$ cat src/pklt_pkg.sv
// Package: shared types, codes and constants of the peer keepalive latency tracker.
package pklt_pkg;

  localparam int unsigned DATA_W      = 32;
  localparam int unsigned CMD_W       = 2;
  localparam int unsigned LAT_W       = 8;
  localparam int unsigned CFG_IDX_W   = 8;

  localparam logic [DATA_W-1:0] LATENCY_CAP = 32'd255;

  localparam logic [CMD_W-1:0] CMD_TICK = 2'd0;
  localparam logic [CMD_W-1:0] CMD_PONG = 2'd1;
  localparam logic [CMD_W-1:0] CMD_PING = 2'd2;

  localparam logic [CFG_IDX_W-1:0] CFG_UNGRANTED_ROUTE = 8'd0;
  localparam logic [CFG_IDX_W-1:0] CFG_GRANTED_ROUTE   = 8'd1;
  localparam logic [CFG_IDX_W-1:0] CFG_PING_GAP        = 8'd2;
  localparam logic [CFG_IDX_W-1:0] CFG_SILENCE_LIMIT   = 8'd3;

  localparam logic [DATA_W-1:0] RST_UNGRANTED_ROUTE = 32'd20;
  localparam logic [DATA_W-1:0] RST_GRANTED_ROUTE   = 32'd160;
  localparam logic [DATA_W-1:0] RST_PING_GAP        = 32'd80;
  localparam logic [DATA_W-1:0] RST_SILENCE_LIMIT   = 32'd640;

  typedef enum logic [2:0] {
    ST_IDLE,
    ST_EXEC,
    ST_SUM,
    ST_DIV,
    ST_PUT
  } state_t;

  typedef struct packed {
    logic [CMD_W-1:0]  cmd;
    logic [DATA_W-1:0] now;
    logic [DATA_W-1:0] msg_id;
    logic              has_deny;
    logic              is_negative;
    logic              has_grant;
    logic [DATA_W-1:0] next_ping_id;
  } in_item_t;

  typedef struct packed {
    logic              send_ping;
    logic              send_pong;
    logic [DATA_W-1:0] reply_id;
    logic              send_routes;
    logic              mark_negative;
    logic              pong_accepted;
    logic [DATA_W-1:0] avg_latency;
    logic [LAT_W-1:0]  route_latency;
  } out_item_t;

  function automatic logic [LAT_W-1:0] sat_latency(input logic [DATA_W-1:0] lat);
    logic [LAT_W-1:0] r;
    if (lat <= LATENCY_CAP) r = lat[LAT_W-1:0];
    else r = LATENCY_CAP[LAT_W-1:0];
    return r;
  endfunction

endpackage

$ cat src/pklt_in_if.sv
// Interface: input event channel, valid/ready with one event item.
interface pklt_in_if;
  logic               valid;
  logic               ready;
  pklt_pkg::in_item_t data;

  modport source (output valid, output data, input ready);
  modport sink   (input valid, input data, output ready);
endinterface

$ cat src/pklt_out_if.sv
// Interface: result channel, valid/ready with one result item.
interface pklt_out_if;
  logic                valid;
  logic                ready;
  pklt_pkg::out_item_t data;

  modport source (output valid, output data, input ready);
  modport sink   (input valid, input data, output ready);
endinterface

$ cat src/pklt_ram.sv
// Generic single-port-write, registered-read RAM.
module pklt_ram #(
  parameter int unsigned WIDTH = 32,
  parameter int unsigned DEPTH = 8,
  localparam int unsigned AW = (DEPTH > 1) ? $clog2(DEPTH) : 1
) (
  input  logic                  clk,
  input  logic                  we,
  input  logic [AW-1:0]         waddr,
  input  logic [WIDTH-1:0]      wdata,
  input  logic [AW-1:0]         raddr,
  output logic [WIDTH-1:0]      rdata
);
  logic [WIDTH-1:0] mem [DEPTH];

  always_ff @(posedge clk) begin
    if (we) begin
      mem[waddr] <= wdata;
    end
    rdata <= mem[raddr];
  end
endmodule

$ cat src/peer_keepalive_latency_tracker.sv
// Top level: keepalive engine and round-trip latency averager for one peer.
//
// Channels: req (sink) takes one event per transaction: an update tick, a
// received pong or a received ping, with the current tick count and the
// peer flags. rsp (source) gives exactly one result per event, in order.
// Configuration: cfg_we/cfg_index/cfg_wdata write the four interval and
// silence registers; indexes beyond the list are dropped. Write only while
// the block is idle.
//
// Sequencing: one event at a time. A tick, a ping, a pong that does not
// match, or an unused command passes through execute (EXEC) and output load
// (PUT); the block then returns to idle and takes the next event. A matching
// pong adds a read-modify-write step (SUM) that retires the oldest sample and
// updates the running sum, and a step (DIV) that divides the sum by
// NUM_SAMPLES, the ring depth, with a reciprocal multiply.
//
// The round-trip samples sit in a NUM_SAMPLES-deep RAM used as a ring; a
// wrap flag makes slots never written read as zero, so reset needs no clear
// pass. Reset loads the register defaults and clears all tracker state.
// A stalled receiver holds the result in the output register; the block
// still accepts and processes the next event, and waits before its own
// output load until the register frees up.
module peer_keepalive_latency_tracker #(
  parameter int unsigned NUM_SAMPLES = 8
) (
  input  logic                                 clk,
  input  logic                                 rst,
  pklt_in_if.sink                              req,
  pklt_out_if.source                           rsp,
  input  logic                                 cfg_we,
  input  logic [pklt_pkg::CFG_IDX_W-1:0]       cfg_index,
  input  logic [pklt_pkg::DATA_W-1:0]          cfg_wdata
);
  localparam int unsigned DW      = pklt_pkg::DATA_W;
  localparam int unsigned PTR_W   = (NUM_SAMPLES > 1) ? $clog2(NUM_SAMPLES) : 1;
  localparam int unsigned LOG_N   = $clog2(NUM_SAMPLES);
  localparam int unsigned RECIP_W = DW + 1;
  localparam int unsigned WIDE_W  = 2 * DW;
  localparam int unsigned PROD_W  = 2 * DW + 1;
  localparam logic [PTR_W-1:0] PTR_LAST = PTR_W'(NUM_SAMPLES - 1);
  // floor(2^(DW+LOG_N) / NUM_SAMPLES) + 1 gives the exact quotient of any DW-bit sum.
  localparam logic [RECIP_W-1:0] RECIP =
    RECIP_W'(((64'd1 << (DW + LOG_N)) / 64'(NUM_SAMPLES)) + 64'd1);

  pklt_pkg::state_t state, state_next;

  // Configuration registers
  logic [DW-1:0] plain_route_gap;
  logic [DW-1:0] grant_route_gap;
  logic [DW-1:0] ping_gap;
  logic [DW-1:0] silence_limit;

  // Tracker state
  logic [DW-1:0] ping_id_current;
  logic          ping_in_flight;
  logic [DW-1:0] last_pong_time;
  logic [DW-1:0] last_ping_time;
  logic [DW-1:0] last_route_time;
  logic [DW-1:0] mean_latency;
  logic [DW-1:0] sample_sum;
  logic [PTR_W-1:0] wr_ptr;
  logic          wrapped;

  // Working registers (payload)
  pklt_pkg::in_item_t  item;
  pklt_pkg::out_item_t res;
  pklt_pkg::out_item_t rsp_data;
  pklt_pkg::out_item_t rsp_load;
  logic                rsp_valid;
  logic [DW-1:0]       rtt;
  logic [DW-1:0]       div_dvd;

  // RAM
  logic [DW-1:0] ram_rdata;
  logic          ram_we;

  // Execute-stage decode
  logic          tick_live;
  logic          silence_over;
  logic          route_due;
  logic          ping_due;
  logic          do_route;
  logic          do_ping;
  logic          is_ping;
  logic          pong_match;
  logic [DW-1:0] route_iv;
  pklt_pkg::out_item_t res_exec;

  // Sum and divide step
  logic [DW-1:0]     old_sample;
  logic [DW-1:0]     sum_new;
  logic [WIDE_W-1:0] prod_lo;
  logic [PROD_W-1:0] div_prod;
  logic [DW-1:0]     div_quot;

  logic rsp_free;

  assign req.ready = (state == pklt_pkg::ST_IDLE);
  assign rsp.valid = rsp_valid;
  assign rsp.data  = rsp_data;
  assign rsp_free  = !rsp_valid || rsp.ready;

  pklt_ram #(
    .WIDTH (DW),
    .DEPTH (NUM_SAMPLES)
  ) u_samples (
    .clk   (clk),
    .we    (ram_we),
    .waddr (wr_ptr),
    .wdata (rtt),
    .raddr (wr_ptr),
    .rdata (ram_rdata)
  );

  // Decode the held event against current state.
  always_comb begin
    route_iv     = item.has_grant ? grant_route_gap : plain_route_gap;
    tick_live    = (item.cmd == pklt_pkg::CMD_TICK) && !item.has_deny && !item.is_negative;
    silence_over = (item.now - last_pong_time) > silence_limit;
    route_due    = (item.now - last_route_time) >= route_iv;
    ping_due     = (item.now - last_ping_time) >= ping_gap;
    do_route     = tick_live && !silence_over && route_due;
    do_ping      = tick_live && !silence_over && ping_due;
    is_ping      = (item.cmd == pklt_pkg::CMD_PING);
    pong_match   = (item.cmd == pklt_pkg::CMD_PONG) && ping_in_flight &&
                   (item.msg_id == ping_id_current);

    res_exec               = '0;
    res_exec.send_ping     = do_ping;
    res_exec.send_pong     = is_ping;
    res_exec.send_routes   = do_route;
    res_exec.mark_negative = tick_live && silence_over;
    res_exec.pong_accepted = pong_match;
    if (do_ping) begin
      res_exec.reply_id = item.next_ping_id;
    end else if (is_ping) begin
      res_exec.reply_id = item.msg_id;
    end
  end

  // Retire the oldest sample and fold in the new one; wrap matches the full sum.
  always_comb begin
    old_sample = wrapped ? ram_rdata : '0;
    sum_new    = sample_sum - old_sample + rtt;
    ram_we     = (state == pklt_pkg::ST_SUM);
  end

  // Divide by NUM_SAMPLES: multiply by the reciprocal, keep the top bits.
  // The reciprocal's top bit adds the sum shifted up by DW.
  always_comb begin
    prod_lo  = WIDE_W'(div_dvd) * WIDE_W'(RECIP[DW-1:0]);
    div_prod = {1'b0, prod_lo} + (RECIP[DW] ? {1'b0, div_dvd, {DW{1'b0}}} : '0);
    div_quot = DW'(div_prod >> (DW + LOG_N));
  end

  // Result as loaded into the output register.
  always_comb begin
    rsp_load               = res;
    rsp_load.avg_latency   = mean_latency;
    rsp_load.route_latency = pklt_pkg::sat_latency(mean_latency);
  end

  // Next state
  always_comb begin
    state_next = state;
    unique case (state)
      pklt_pkg::ST_IDLE: begin
        if (req.valid) state_next = pklt_pkg::ST_EXEC;
      end
      pklt_pkg::ST_EXEC: begin
        state_next = pong_match ? pklt_pkg::ST_SUM : pklt_pkg::ST_PUT;
      end
      pklt_pkg::ST_SUM: begin
        state_next = pklt_pkg::ST_DIV;
      end
      pklt_pkg::ST_DIV: begin
        state_next = pklt_pkg::ST_PUT;
      end
      pklt_pkg::ST_PUT: begin
        if (rsp_free) state_next = pklt_pkg::ST_IDLE;
      end
      default: state_next = pklt_pkg::ST_IDLE;
    endcase
  end

  always_ff @(posedge clk) begin
    if (rst) begin
      state           <= pklt_pkg::ST_IDLE;
      plain_route_gap <= pklt_pkg::RST_UNGRANTED_ROUTE;
      grant_route_gap <= pklt_pkg::RST_GRANTED_ROUTE;
      ping_gap        <= pklt_pkg::RST_PING_GAP;
      silence_limit   <= pklt_pkg::RST_SILENCE_LIMIT;
      ping_id_current <= '0;
      ping_in_flight  <= 1'b0;
      last_pong_time  <= '0;
      last_ping_time  <= '0;
      last_route_time <= '0;
      mean_latency    <= '0;
      sample_sum      <= '0;
      wr_ptr          <= '0;
      wrapped         <= 1'b0;
      rsp_valid       <= 1'b0;
    end else begin
      state <= state_next;

      if (cfg_we) begin
        if (cfg_index == pklt_pkg::CFG_UNGRANTED_ROUTE) plain_route_gap <= cfg_wdata;
        if (cfg_index == pklt_pkg::CFG_GRANTED_ROUTE)   grant_route_gap <= cfg_wdata;
        if (cfg_index == pklt_pkg::CFG_PING_GAP)        ping_gap        <= cfg_wdata;
        if (cfg_index == pklt_pkg::CFG_SILENCE_LIMIT)   silence_limit   <= cfg_wdata;
      end

      // Raise valid on an output load; drop it once the result is taken.
      if (state == pklt_pkg::ST_PUT && rsp_free) begin
        rsp_valid <= 1'b1;
      end else if (rsp_valid && rsp.ready) begin
        rsp_valid <= 1'b0;
      end

      unique case (state)
        pklt_pkg::ST_IDLE: begin
        end
        pklt_pkg::ST_EXEC: begin
          if (do_route) last_route_time <= item.now;
          if (do_ping) begin
            ping_id_current <= item.next_ping_id;
            ping_in_flight  <= 1'b1;
            last_ping_time  <= item.now;
          end
          if (pong_match) begin
            ping_in_flight <= 1'b0;
            last_pong_time <= item.now;
          end
        end
        pklt_pkg::ST_SUM: begin
          sample_sum <= sum_new;
          wr_ptr     <= (wr_ptr == PTR_LAST) ? '0 : wr_ptr + 1'b1;
          if (wr_ptr == PTR_LAST) wrapped <= 1'b1;
        end
        pklt_pkg::ST_DIV: begin
          mean_latency <= div_quot;
        end
        pklt_pkg::ST_PUT: begin
        end
        default: begin
        end
      endcase
    end
  end

  // Payload registers: no reset.
  always_ff @(posedge clk) begin
    if (state == pklt_pkg::ST_IDLE && req.valid) begin
      item <= req.data;
    end
    if (state == pklt_pkg::ST_EXEC) begin
      res <= res_exec;
      rtt <= item.now - last_ping_time;
    end
    if (state == pklt_pkg::ST_SUM) begin
      div_dvd <= sum_new;
    end
    if (state == pklt_pkg::ST_PUT && rsp_free) begin
      rsp_data <= rsp_load;
    end
  end

endmodule

$ cat src/flat_wrapper.sv
// flat-port wrapper written by rule: the top's interface ports become plain ports
module peer_keepalive_latency_tracker_flat 
#(
  parameter int unsigned NUM_SAMPLES = 8
)
  (clk, rst, cfg_we, cfg_index, cfg_wdata, req_valid, req_data, req_ready, rsp_valid, rsp_data, rsp_ready);
  pklt_in_if req_i ();
  pklt_out_if rsp_i ();
  input  logic clk;
  input  logic rst;
  input  logic cfg_we;
  input  logic [pklt_pkg::CFG_IDX_W-1:0] cfg_index;
  input  logic [pklt_pkg::DATA_W-1:0] cfg_wdata;
  input wire logic [$bits(req_i.valid)-1:0] req_valid;
  input wire logic [$bits(req_i.data)-1:0] req_data;
  output wire logic [$bits(req_i.ready)-1:0] req_ready;
  output wire logic [$bits(rsp_i.valid)-1:0] rsp_valid;
  output wire logic [$bits(rsp_i.data)-1:0] rsp_data;
  input wire logic [$bits(rsp_i.ready)-1:0] rsp_ready;
  assign req_i.valid = req_valid;
  assign req_i.data = req_data;
  assign req_ready = req_i.ready;
  assign rsp_valid = rsp_i.valid;
  assign rsp_data = rsp_i.data;
  assign rsp_i.ready = rsp_ready;
  peer_keepalive_latency_tracker #(.NUM_SAMPLES(NUM_SAMPLES)) u_core (.clk(clk), .rst(rst), .req(req_i), .rsp(rsp_i), .cfg_we(cfg_we), .cfg_index(cfg_index), .cfg_wdata(cfg_wdata));
endmodule
$ cat config.mk
export PLATFORM = sky130hd
export DESIGN_NAME = peer_keepalive_latency_tracker_flat
export DESIGN_NICKNAME = d
export VERILOG_FILES = /design/src/pklt_pkg.sv /design/src/pklt_in_if.sv /design/src/pklt_out_if.sv /design/src/pklt_ram.sv /design/src/peer_keepalive_latency_tracker.sv /design/src/flat_wrapper.sv
export SDC_FILE = /design/constraint.sdc
export NUM_CORES = 2
export LEC_CHECK = 0
export ABC_CLOCK_PERIOD_IN_PS = 11800
export BUFFER_PORTS_ARGS = -buffer_cell sky130_fd_sc_hd__buf_2
export CAP_MARGIN = 30
export CORE_AREA = 5 5 256 258
export DETAILED_ROUTE_END_ITERATION = 6
export DIE_AREA = 0 0 261 263
export PLACE_DENSITY = 0.94
export SLEW_MARGIN = 20
export SYNTH_ARGS = -nofsm -noshare
export SYNTH_HDL_FRONTEND = slang
export SYNTH_SLANG_ARGS = --single-unit
$ cat constraint.sdc
create_clock -name clk -period 11.8 [get_ports clk]
set_input_delay 1.18 -clock clk [delete_from_list [all_inputs] [get_ports clk]]
set_output_delay 1.18 -clock clk [all_outputs]
set_load 0.02 [all_outputs]
==> flow_results.org <==
** Final layout
- Compared with the post-synthesis result, the final layout area differs by 11.9%.
- Of the cells placed in the final design, the portion with a size suffix greater than 1 is 11.1%.
- Area used by multi-input combinational logic :: 16200 sq um
- For this run, the post-layout net count is 4347.
- Layout fillers :: 3619
- In the final layout, flip-flops and latches occupy 23100 sq um.
- Commonest cells after routing, fill and taps aside :: 583 x sky130_fd_sc_hd__nand2_1, 529 x sky130_fd_sc_hd__edfxtp_1, 358 x sky130_fd_sc_hd__dfxtp_1, 316 x sky130_fd_sc_hd__inv_1, 290 x sky130_fd_sc_hd__a21oi_1
- Leading cell type in the layout, fill and taps excluded :: sky130_fd_sc_hd__nand2_1

** Global route
- Entering global routing, the biggest net connects 100 pins.
- First-pass GRT wire length :: 168000 um
- Across every metal layer, demand over resource in global routing totals 30.8%.
- Global routing finished with a remaining overflow of 0.
- Initial antenna violation count :: 4
- The via count of the first global-routing pass was 30388.

** Yosys
- Avg Cell Area, Syn :: 11.0 sq um
- Post-Synth Simple-Gate Area :: 11.6%
- After synthesis, the netlist uses 77 different library cells.
- Largest family of logic cells by synthesized area :: compound AO/OA/AOI/OAI gates
- Synth Area in Compound Gates :: 12.4%
- Main flop type after synthesis :: sky130_fd_sc_hd__edfxtp_1
- Top cell type's share of synthesized area :: 38.7%
- Top area cells in the synthesized netlist :: sky130_fd_sc_hd__edfxtp_1 39%, sky130_fd_sc_hd__dfxtp_1 17%, sky130_fd_sc_hd__ha_1 6.8%
- The biggest area contributor in the post-synthesis netlist is sky130_fd_sc_hd__edfxtp_1.
- Post-synthesis instance total :: 3747
- Post-synthesis mux area share :: 3.95%
- The Yosys step of the flow raised 0 warnings.
- After Yosys synthesis, XOR and XNOR cells account for 2.86% of the synthesized area.
- In this run, synthesis produced a sequential element count of 887.
- Post-synth design cell area :: 41100 sq um
- Sequential element share of the synthesized area :: 56.1%
- Fraction of registers with async set or reset after synthesis :: 0%
- Adder-Cell Fraction of Synth Area :: 8.45%
- Post-synth EDFFs :: 529

** STA
- Number of setup violations in the final report :: 0
- F_max :: 0.160 GHz
- Final hold analysis gives a worst-case slack of 0.422 ns.
- Setup repair after global routing left no endpoint under its margin.
- Final worst path period share :: 53.0%
- For the pin with the worst max-slew slack, the measured transition is 1.04 ns.
- Total count of max-transition violations in the final report :: 0
- Max-slew headroom at the worst pin :: 30.8%
- Clk_skew :: 0.0328 ns
- The routed design could run at a clock period as short as 6.26 ns.
- After routing, the total negative slack on setup checks comes to 0 ns.
- Total count of hold-check failures in the final report :: 0

** Floorplan
- Once the floorplan was initialized, standard cells occupied 65.5% of the core.
- From left edge to right edge, the die measures 261 um.
- Die Ht :: 263 um
- CORE AREA :: 62700 sq um
- The initialized floorplan defines 92 standard-cell rows.
- 225 I/O pins were placed.
- The die covers 68600 sq um.

** Run status
- The checks that failed: design-rule violations.
- The run finished, with violations left.

** Clock network
- Resized Gates After CTS :: 0
- CTS Root Buffer Type :: sky130_fd_sc_hd__clkbuf_16
- Clock-pin slew on the worst setup and hold paths :: 0.07 ns
- Post-CTS timing repair inserted 0 buffers for setup.
- Number of buffers between clock root and the deepest sink :: 3
- Number of clock sinks :: 887
- CTS Hold Bufs :: 0
- Number of buffers added by the clock tree synthesis step :: 86
- The H-tree was split into 3 levels.
- CTS tree :: done
- For the worst-skew pair, the clock arrives at the later sink with an insertion delay of 0.65 ns.

** Worst setup path
- In this design, the stage delay of the slowest critical-path cell is 0.59 ns.
- Slowest-stage cell, CP :: sky130_fd_sc_hd__or4_1
- STA classifies the critical path startpoint as a flop.
- Type of the setup path with the least slack :: flop to flop
- Arrival time of data at the critical path endpoint :: 6.80 ns
- Data required time of the critical path :: 12.34 ns
- In this run the worst path has a maximum fanout of 33.
- STA classifies the critical path endpoint as a flop.
- Worst-path cell chain :: inv_1 > ha_1 > inv_1 > fa_1 > a211oi_1 > o211ai_1 > nand3_1 > nand2_1 > a221oi_1 > o21a_1 > or3_1 > o311ai_1 > ha_1 > nand4_1 > or4_1 > nor3_2 > or2_1 > o22ai_1 > nand2b_4 > a211oi_4 > buf_4 > mux2i_1

** Routing
- Wirelength, routed :: 110000 um
- Average wire length per cell after detail routing :: 22.5 um
- Remaining design rule violation count :: 6
- Drt pass-1 iters :: 7
- Via count of the routed design :: 30953
- Vias per Instance :: 6.36
- After the first detailed-routing iteration, the DRC count stood at 3811.
- Post-detailed-route count of antenna-violating nets :: 0

** Power and ir drop
- The design draws 6830 uW.
- Power density over cell area :: 149 nW/um^2
- VDD sags by at most 0.000106 V.
- Summed over all cells, the static leakage comes to 0.0169 uW.

** Placement
- The count of buffers added on input and output ports is 221.
- At the end of routability-driven placement, the weighted congestion stood at 0.951.
- Summed over all nets, the half-perimeter wirelength after detailed placement is 67500 um.

** Run
- Number of maximum-capacitance constraint violations :: 0

** Min path
- Worst min-delay path category :: flop to flop
[through the flow]
| step | instance area (sq um) | cells | util [%] | setup slack [ns] |
|---|---|---|---|---|
| final | 45900 | 4867 | 73.2 | 5.54 |
| after global routing | 45900 | 4866 | 73.2 | 5.36 |
| after CTS | 45800 | 4858 | 73.1 | 5.71 |
| after detailed placement | 43000 | 4697 | 68.5 | 5.82 |
| after global placement | 42900 | 4691 | 68.3 | 6.03 |
| after floorplan | 41100 | 3749 | - | 6.96 |
[cell families after synthesis]
| group | after synthesis |
|---|---|
| DFF | 887 |
| adders and majority gates | 257 |
| muxes | 162 |
| and+or+nand+nor | 1053 |
| AOI/OAI and AO/OA | 775 |
| other | 1 |
| buffers and inverters | 478 |
| xor gates and xnor gates | 134 |
[power by group]
part / internal (uW) / switching (uW) / total [uW]
registers: 3340 / 52.2 / 3390
logic: 243 / 400 / 643
clock network: 1590 / 1200 / 2790
[cell usage after synthesis, drive strengths merged (29+ instances only)]
cell      n
a21oi   291
nand2   583
nor3     55
inv     318
dfxtp   358
a21o     62
a22oi   129
ha      223
and2     40
edfxtp  529
o21a     31
nor2    128
a22o     32
fa       34
xnor2    83
clkbuf  134
nand2b   29
nand4    69
nand3    41
xor2     51
mux2i   161
o21ai    70
[registers in the layout, indices dropped and copies added, names as in the netlist, 3 cells and up]
| name | cells |
|---|---|
| u_core.plain_route_gap | 32 |
| u_core.wr_ptr | 3 |
| u_core.ping_id_current | 32 |
| u_core.grant_route_gap | 32 |
| u_core.u_samples.mem | 256 |
| u_core.item | 101 |
| u_core.state | 3 |
| u_core.div_dvd | 29 |
| u_core.sample_sum | 32 |
| u_core.ping_gap | 32 |
| u_core.res | 37 |
| u_core.last_ping_time | 32 |
| u_core.last_route_time | 32 |
| u_core.rsp.data | 74 |
| u_core.rtt | 32 |
| u_core.u_samples.rdata | 32 |
| u_core.mean_latency | 29 |
| u_core.silence_limit | 32 |
| u_core.last_pong_time | 32 |
[path summary, 6_finish.rpt]
check | start | to | slack [ns] | depth (start not counted)
worst min register to register | u_core.res[44] | u_core.rsp.data[44] | 0.42 | 0
worst max-delay path | u_core.item[67] | u_core.ping_id_current[4] | 5.54 | 22
worst max register to register | u_core.item[67] | u_core.ping_id_current[4] | 5.54 | 22
worst min-delay path | u_core.res[44] | u_core.rsp.data[44] | 0.42 | 0
[final cells by class]
cell class / count / share of cell area, %
Clock buffer: 132 / 5.74
Tap cell: 846 / 2.30
Sequential cell: 887 / 50.2
Antenna cell: 4 / 0.0218
Inverter: 319 / 2.62
Multi-Input combinational cell: 2384 / 35.3
Clock inverter: 29 / 0.504
Timing Repair Buffer: 266 / 3.36
[metal layers]
layer | track usage (%) | vias to the layer above | wire, um
li1 | - | 13715 | -
met1 | 39.8 | 14621 | 39800
met2 | 51.2 | 2155 | 52400
met3 | 5.87 | 460 | 11700
met4 | 13.5 | 2 | 5720
met5 | 0 | - | 13
[critical path, delay by kind of cell, from the launching register on]
kind            cells  cell delay [ns]
compound gates      7             1.77
fa+ha+maj           3             0.98
buf+inv             3             0.80
flops               1             0.41
mux                 1             0.36
simple gates        8             1.81
Note: power is estimated with default switching activity, not from simulation.
